==> config.mk <==
export PLATFORM = sky130hd
export DESIGN_NAME = bxds_ctrl
export DESIGN_NICKNAME = d
export VERILOG_FILES = /design/src/sv/bxds_pkg.sv /design/src/sv/bxds_ctrl.sv
export SDC_FILE = /design/constraint.sdc
export NUM_CORES = 1
export LEC_CHECK = 0
export ABC_AREA = 1
export BUFFER_PORTS_ARGS = -buffer_cell sky130_fd_sc_hd__buf_2
export CORE_AREA = 4 4 45 47
export DETAILED_ROUTE_END_ITERATION = 10
export DIE_AREA = 0 0 49 51
export PLACE_DENSITY = 0.69
export SYNTH_ARGS = -nofsm -noshare
export SYNTH_HDL_FRONTEND = slang
export SYNTH_SLANG_ARGS = --single-unit
==> constraint.sdc <==
create_clock -name clk -period 2.35 [get_ports clk]
set_input_delay 0.1175 -clock clk [delete_from_list [all_inputs] [get_ports clk]]
set_output_delay 0.1175 -clock clk [all_outputs]
set_load 0.005 [all_outputs]
==> src/sv/bxds_pkg.sv <==
`default_nettype none
package bxds_pkg;

  // fixed field widths
  localparam int CFG_W    = 13;
  localparam int CC_W     = 4;
  localparam int SAMPLE_W = 8;
  localparam int CFG_IDX_W = 3;
  localparam int POS_W    = 13;
  localparam int CI_W     = 3;
  localparam int SUM_W    = 32;
  localparam int MUL_W    = 14;
  localparam int PROD_W   = 2 * MUL_W;
  localparam int DIV_W    = 32;

  // parameter defaults
  localparam int DEF_MAX_WIDTH      = 4096;
  localparam int DEF_MAX_HEIGHT     = 4096;
  localparam int DEF_MAX_COMPONENTS = 8;

  // register indexes
  localparam logic [CFG_IDX_W-1:0] REG_SRC_WIDTH  = 3'd0;
  localparam logic [CFG_IDX_W-1:0] REG_SRC_HEIGHT = 3'd1;
  localparam logic [CFG_IDX_W-1:0] REG_TGT_WIDTH  = 3'd2;
  localparam logic [CFG_IDX_W-1:0] REG_TGT_HEIGHT = 3'd3;
  localparam logic [CFG_IDX_W-1:0] REG_COMP_COUNT = 3'd4;

  typedef enum logic [3:0] {
    ST_IDLE,
    ST_READ,
    ST_AVG_DIV,
    ST_AVG_WAIT,
    ST_OUT,
    ST_COL_MUL,
    ST_COL_DIV,
    ST_COL_WAIT,
    ST_ROW_MUL,
    ST_ROW_DIV,
    ST_ROW_WAIT,
    ST_RESTART
  } state_t;

  typedef enum logic [1:0] {
    SEL_AREA,
    SEL_COL,
    SEL_ROW
  } op_sel_t;

  typedef struct packed {
    logic    accept;
    logic    update;
    logic    mul_load;
    op_sel_t mul_sel;
    logic    div_start;
    op_sel_t div_sel;
    logic    load_col;
    logic    load_row;
    logic    out_load;
  } ctrl_cmd_t;

  typedef struct packed {
    logic setup_ok;
    logic restart;
    logic last_cell;
    logic need_col;
    logic need_row;
    logic div_done;
    logic out_free;
  } ctrl_stat_t;

endpackage
`default_nettype wire

==> src/sv/bxds_ctrl.sv <==
`default_nettype none
module bxds_ctrl import bxds_pkg::*; (
  input  wire logic       clk,
  input  wire logic       rst_n,
  input  wire logic       in_valid,
  output logic            in_stall,
  input  wire ctrl_stat_t stat,
  output ctrl_cmd_t       cmd
);

  state_t state_r, state_nxt;
  logic   col_r, col_nxt;
  logic   row_r, row_nxt;

  always_ff @(posedge clk) begin
    if (!rst_n) begin
      state_r <= ST_IDLE;
      col_r   <= 1'b0;
      row_r   <= 1'b0;
    end else begin
      state_r <= state_nxt;
      col_r   <= col_nxt;
      row_r   <= row_nxt;
    end
  end

  // next state and commands
  always_comb begin
    state_nxt = state_r;
    col_nxt   = col_r;
    row_nxt   = row_r;
    in_stall  = 1'b1;
    cmd       = '0;
    cmd.mul_sel = SEL_AREA;
    cmd.div_sel = SEL_AREA;
    case (state_r)
      ST_IDLE: begin
        in_stall = stat.restart;
        if (in_valid && !stat.restart) begin
          cmd.accept = 1'b1;
          state_nxt  = stat.setup_ok ? ST_READ : ST_OUT;
        end
      end
      ST_READ: begin
        cmd.update   = 1'b1;
        cmd.mul_load = 1'b1;
        cmd.mul_sel  = SEL_AREA;
        col_nxt      = stat.need_col;
        row_nxt      = stat.need_row;
        if (stat.last_cell) begin
          state_nxt = ST_AVG_DIV;
        end else if (stat.need_col) begin
          state_nxt = ST_COL_MUL;
        end else if (stat.need_row) begin
          state_nxt = ST_ROW_MUL;
        end else begin
          state_nxt = ST_IDLE;
        end
      end
      ST_AVG_DIV: begin
        cmd.div_start = 1'b1;
        cmd.div_sel   = SEL_AREA;
        state_nxt     = ST_AVG_WAIT;
      end
      ST_AVG_WAIT: begin
        if (stat.div_done) begin
          state_nxt = ST_OUT;
        end
      end
      ST_OUT: begin
        if (stat.out_free) begin
          cmd.out_load = 1'b1;
          if (!stat.setup_ok) begin
            state_nxt = ST_IDLE;
          end else if (col_r) begin
            state_nxt = ST_COL_MUL;
          end else if (row_r) begin
            state_nxt = ST_ROW_MUL;
          end else begin
            state_nxt = ST_IDLE;
          end
        end
      end
      ST_COL_MUL: begin
        cmd.mul_load = 1'b1;
        cmd.mul_sel  = SEL_COL;
        state_nxt    = ST_COL_DIV;
      end
      ST_COL_DIV: begin
        cmd.div_start = 1'b1;
        cmd.div_sel   = SEL_COL;
        state_nxt     = ST_COL_WAIT;
      end
      ST_COL_WAIT: begin
        if (stat.div_done) begin
          cmd.load_col = 1'b1;
          col_nxt      = 1'b0;
          state_nxt    = row_r ? ST_ROW_MUL : ST_IDLE;
        end
      end
      ST_ROW_MUL: begin
        cmd.mul_load = 1'b1;
        cmd.mul_sel  = SEL_ROW;
        state_nxt    = ST_ROW_DIV;
      end
      ST_ROW_DIV: begin
        cmd.div_start = 1'b1;
        cmd.div_sel   = SEL_ROW;
        state_nxt     = ST_ROW_WAIT;
      end
      ST_ROW_WAIT: begin
        if (stat.div_done) begin
          cmd.load_row = 1'b1;
          row_nxt      = 1'b0;
          state_nxt    = ST_IDLE;
        end
      end
      ST_RESTART: begin
        if (stat.setup_ok) begin
          col_nxt   = 1'b1;
          row_nxt   = 1'b1;
          state_nxt = ST_COL_MUL;
        end else begin
          state_nxt = ST_IDLE;
        end
      end
      default: begin
        state_nxt = ST_IDLE;
      end
    endcase
    // a register write restarts the frame
    if (stat.restart) begin
      state_nxt = ST_RESTART;
    end
  end

endmodule
`default_nettype wire

==> impl_metrics.json, run 1 <==
{
  "cp.required_ns": 2.23,
  "syn2layout_area_growth_pct": 21.0,
  "multi_input_area_um2": 508,
  "cts_sinks": 6,
  "yosysSeqAreaShare": 0.169,
  "path_cells": "nor2_2 > inv_2 > nor2_1 > nand2_1 > buf_2",
  "leakagePower_nw": 0.493,
  "rsz0062_at_grt": "no",
  "hold_violations": 0,
  "root_buffer": "clkbuf_4",
  "critical_path.max_stage_delay_ns": 0.40,
  "start_kind": "register",
  "peakVddDrop_v": 0.000253,
  "hold_path_class": "input port to register",
  "ant_nets": 0,
  "path_class": "register to output port",
  "n_antenna_cell": 0,
  "cp_slowest_cell": "nor2_2",
  "post_drt_wl_per_cell_um": 10.8,
  "die_h_um": 51,
  "worstPathMaxFanout": 8,
  "io_pins": 22,
  "dieWidth_um": 49,
  "dr_total_vias": 897,
  "hold_buffers": 0,
  "clk_latency_ns": 0.26,
  "cp-end-kind": "output port",
  "r2r_slack_ns": 0.96,
  "grt_pass1_vias": 737,
  "slew-limit-headroom": 0.705,
  "netlist_area_um2": 711,
  "p_sw_mw": 0.184,
  "status": "completed",
  "via_per_inst": 5.18,
  "cts_buffers": 3,
  "post_cts_resized": 0,
  "grt_max_degree": 9,
  "p_clk_frac": 0.235,
  "drt-total-wl_mm": 1.87,
  "port_buffers": 21,
  "drv_cap": 0,
  "synth_cell_types": 19,
  "nNetsFinal": 168,
  "setup_viol": 0,
  "layout_min_cycle_time_ns": 1.52,
  "worst_pin_slew_ns": 0.443,
  "drive_gt1_frac": 0.282,
  "cts_setup_buffers": 0,
  "hpwl_mm": 1.60,
  "min_period_over_period": 0.647,
  "syn_avg_cell_area_um2": 5.38,
  "setup-tns-final_ns": 0,
  "clkTransAtPathRegs_ns": 0.05,
  "track_usage": 0.162,
  "detail_route.first_pass.iterations": 4,
  "fmax_ghz": 0.658,
  "ys_seq_elements": 6,
  "clock_path_buffers": 2,
  "syn_inst": 132,
  "arrival_ns": 1.40,
  "initial_utilization": 0.430,
  "p_comb_frac": 0.446,
  "regArea_um2": 120,
  "cell_internal_pwr_mw": 0.241,
  "dp.cells": 170,
  "grt_first_pass_wirelength_mm": 3.18,
  "rows": 15,
  "ctsHtreeMaxLevel": 1,
  "power_density_nw_per_um2": 494,
  "fin_cells": 173,
  "p_sw_frac": 0.432,
  "p_seq_frac": 0.319,
  "die-area_um2": 2500,
  "cts_tree": "built",
  "coreArea_um2": 1650,
  "drc_errors": 0,
  "drt_iter0_drc": 24,
  "slew_violations": 0,
  "gp_congestion": 0.916,
  "grt_overflow": 0,
  "ys_warn_count": 0,
  "antenna_found_initial": 0,
  "fin_skew_ns": 0.0131,
  "syn-num-nets": 142,
  "num-fill-cells": 178
}
registers in the layout, indices dropped and copies added, names as in the netlist:
signal   flops
row_r        1
state_r      4
col_r        1
cell usage after synthesis (all sizes together):
cell	count	area, um2
a21oi	8	51.3
dfxtp	6	120
inv	22	82.6
nand2	37	149
nand3	15	75.1
nand3b	2	15.0
nor2	28	140
nor3	4	20.0
o211ai	1	7.51
o21ai	8	43.8
o22ai	1	6.26
layout make-up:
type	count	share of cell area
multi-input combinational	104	0.591
sequential	6	0.140
timing repair buffer	21	0.122
inverter	22	0.0961
clock buffer	3	0.0262
tap	17	0.0247
path summary, 6_finish.rpt:
check | startpoint | endpoint | depth (start not counted)
worst max-delay path | state_r[1]$_SDFFE_PN0P_ | in_stall | 5
worst min-delay path | rst_n | col_r$_SDFFE_PN0P_ | 3
worst max register to register | state_r[1]$_SDFFE_PN0P_ | state_r[2]$_SDFFE_PP0P_ | 7
worst min register to register | row_r$_SDFFE_PN0P_ | row_r$_SDFFE_PN0P_ | 2
critical path: cells and delay by family, from the launching register on:
| kind | cells | cell delay, ns |
|---|---|---|
| buf+inv | 2 | 0.18 |
| flops | 1 | 0.36 |
| simple gates | 3 | 0.59 |
stage by stage:
step | worst slack (ns) | area (um2) | hold WS, ns | total power [mW] | util
2_1_floorplan | 1.13 | 711 | 0.238 | 0.269 | -
3_5_place_dp | 0.982 | 837 | 0.397 | 0.325 | 0.507
6_report | 0.829 | 860 | 0.145 | 0.425 | 0.520
4_1_cts | 0.825 | 860 | 0.133 | 0.428 | 0.520
3_3_place_gp | 1.01 | 837 | 0.394 | 0.324 | 0.507
5_1_grt | 0.703 | 860 | 0.144 | 0.461 | 0.520
power by group through the flow:
stage | Sequential, mW | Clock (mW) | Combinational (mW)
6_report | 0.135 | 0.0999 | 0.189
5_1_grt | 0.138 | 0.109 | 0.215
4_1_cts | 0.135 | 0.104 | 0.189
3_5_place_dp | 0.137 | 0 | 0.188
3_3_place_gp | 0.136 | 0 | 0.188
2_1_floorplan | 0.133 | 0 | 0.136
per-layer routing:
layer / vias up / GRT usage / wire [um]
met5: - / 0 / 0
met4: 0 / 0.0807 / 31
li1: 467 / - / -
met3: 4 / 0.0350 / 141
met1: 391 / 0.206 / 851
met2: 35 / 0.257 / 847
layout by cell type (no fill, tap or decap):
cell type / Yosys / final
a21oi_2: 3 / 3
nor2_1: 22 / 22
inv_2: 8 / 8
dfxtp_1: 6 / 6
nor2_2: 2 / 2
nand2_1: 35 / 35
nand2_2: 1 / 1
nor3_1: 4 / 4
inv_1: 14 / 14
nand3b_1: 2 / 2
a21oi_1: 5 / 5
o22ai_1: 1 / 1
o21ai_0: 5 / 5
o21ai_1: 2 / 2
o21ai_2: 1 / 1
clkbuf_4: 0 / 3
nand3_1: 15 / 15
buf_2: 0 / 21
nor2_4: 4 / 4
o211ai_1: 1 / 1
nand2_4: 1 / 1
logic make-up (layout without fill, tap and decap cells):
group                  after synthesis  count (layout)  synth area share
buffers and inverters               22              46             0.116
DFF                                  6               6             0.169
and+or+nand+nor                     86              86             0.562
AOI/OAI and AO/OA                   18              18             0.153
No activity file was read; power rests on OpenSTA's default activity.
==> inputs of run 2 (changes only) <==
--- a/config.mk
+++ b/config.mk
@@ -10,7 +10,7 @@
 export CORE_AREA = 4 4 45 47
 export DETAILED_ROUTE_END_ITERATION = 10
 export DIE_AREA = 0 0 49 51
-export PLACE_DENSITY = 0.69
+export PLACE_DENSITY = 0.72
 export SYNTH_ARGS = -nofsm -noshare
 export SYNTH_HDL_FRONTEND = slang
 export SYNTH_SLANG_ARGS = --single-unit
==> constraint.sdc (replaced) <==
create_clock -name clk -period 1.2 [get_ports clk]
set_input_delay 0.06 -clock clk [delete_from_list [all_inputs] [get_ports clk]]
set_output_delay 0.06 -clock clk [all_outputs]
set_load 0.005 [all_outputs]
==> impl_metrics.json, run 2 (synthesis results as in run 1) <==
{
  "status": "complete, but fails checks",
  "violations": "negative setup slack",
  "slew-limit-headroom": 0.838,
  "path_class": "register to output port",
  "initial_utilization": 0.430,
  "critical_path.max_stage_delay_ns": 0.37,
  "drt_iter0_drc": 53,
  "largest_reg_flops": 4,
  "grt_pass1_vias": 1028,
  "power_density_nw_per_um2": 905,
  "hold_violations": 0,
  "via_per_inst": 5.49,
  "fin_skew_ns": 0.00826,
  "drive_gt1_frac": 0.535,
  "layout_min_cycle_time_ns": 1.33,
  "io_pins": 22,
  "ctsHtreeMaxLevel": 1,
  "cp-end-kind": "output port",
  "ant_nets": 0,
  "drc_errors": 0,
  "clkTransAtPathRegs_ns": 0.05,
  "die_h_um": 51,
  "grt_max_degree": 9,
  "slew_violations": 0,
  "nNetsFinal": 199,
  "fin_cells": 204,
  "drv_cap": 0,
  "path_cells": "buf_6 > nor2_4 > buf_4 > nand2_1 > nand2_1 > buf_2",
  "rows": 15,
  "die-area_um2": 2500,
  "final_common_cell": "nand2_1",
  "coreArea_um2": 1650,
  "cp_common_cell": "nand2_1",
  "start_kind": "register",
  "cp_top_family": "flip-flops",
  "post_drt_wl_per_cell_um": 13.6,
  "grt_first_pass_wirelength_mm": 4.38,
  "peakVddDrop_v": 0.000647,
  "hold_buffers": 0,
  "arrival_ns": 1.27,
  "hpwl_mm": 1.86,
  "fmax_ghz": 0.749,
  "hold_path_class": "input port to register",
  "detail_route.first_pass.iterations": 4,
  "top_register": "state_r",
  "layout_common_cells": "29 x nand2_1, 22 x buf_4, 21 x buf_2",
  "worstPathMaxFanout": 5,
  "worst_pin_slew_ns": 0.240,
  "track_usage": 0.221,
  "clk_latency_ns": 0.25,
  "antenna_found_initial": 0,
  "cts_tree": "built",
  "dp.cells": 187,
  "syn2layout_area_growth_pct": 78.5,
  "rsz0062_at_grt": "yes",
  "grt_overflow": 0,
  "setup_viol": 18,
  "cts_buffers": 3,
  "n_antenna_cell": 0,
  "cts_sinks": 6,
  "dieWidth_um": 49,
  "setup_slack_ns": -0.134,
  "cp_slowest_cell": "dfxtp_4",
  "utilization": 0.768,
  "cp.required_ns": 1.14,
  "leakagePower_nw": 0.686,
  "port_buffers": 21,
  "clock_path_buffers": 2,
  "dr_total_vias": 1120,
  "gp_congestion": 0.969,
  "drt-total-wl_mm": 2.77,
  "min_period_over_period": 1.11,
  "cp_num_buf_inv": 3,
  "root_buffer": "clkbuf_4",
  "reg_top3": "state_r (4), col_r (1), row_r (1)"
}
## run 2: changes by cell type in the layout (fill, tap and decap cells not counted), sizes merged
cell  change
buf      +31
## run 2: worst paths after layout
kind                                start                 endpoint  slack, ns  cells after the start
setup / recovery  state_r[2]$_SDFFE_PP0P_                   cmd[5]      -0.13                      6
hold / removal                      rst_n       col_r$_SDFFE_PN0P_       0.08                      3
setup reg to reg  state_r[2]$_SDFFE_PP0P_  state_r[0]$_SDFFE_PN0P_      -0.12                      8
hold reg to reg        row_r$_SDFFE_PN0P_       row_r$_SDFFE_PN0P_       0.45                      2
## run 2: tightest hold or removal path, stage by stage
cell and delay (ns):
buf_2 0.12, nand2_1 0.06, nor2_1 0.03
## run 2: metrics by stage
step                      power (mW)  setup WS (ns)   TNS (ns)  hold WS [ns]  area (um2)
after global placement         0.729         -0.144     -0.645         0.329         966
after floorplan                0.527      -0.000923  -0.000923         0.180         712
after detailed placement       0.734         -0.148     -0.705         0.326         966
after CTS                       1.07         -0.113      -1.19        0.0714        1190
final                           1.15         -0.134      -1.67        0.0762        1270
after global routing            1.22         -0.197      -2.83        0.0893        1270
## run 2: timing repair
action | 4_1_cts | 5_1_grt
gates resized for setup | 32 | 16
endpoints found under the setup margin | 18 | 18
buffers inserted | 11 | 3
pin swaps | 14 | 6
## run 2: area by class of cell
class	instances	area (um2)
multi-input combinational	104	604
timing repair buffer	52	393
fill	117	383
sequential	6	133
inverter	22	95.1
clock buffer	3	22.5
tap	17	21.3
## run 2: report_power, final
part | internal [mW] | total (mW) | switching [mW]
sequential | 0.230 | 0.274 | 0.0436
combinational | 0.317 | 0.681 | 0.365
clock | 0.114 | 0.193 | 0.0793
## run 2: layer usage
metal  vias to the layer above  part of all wire  global-route usage
met4                         0             0.040               0.121
met1                       489              0.39               0.247
met5                         -                 0                   0
met3                        15             0.071              0.0321
li1                        537                 -                   -
met2                        79              0.50               0.398
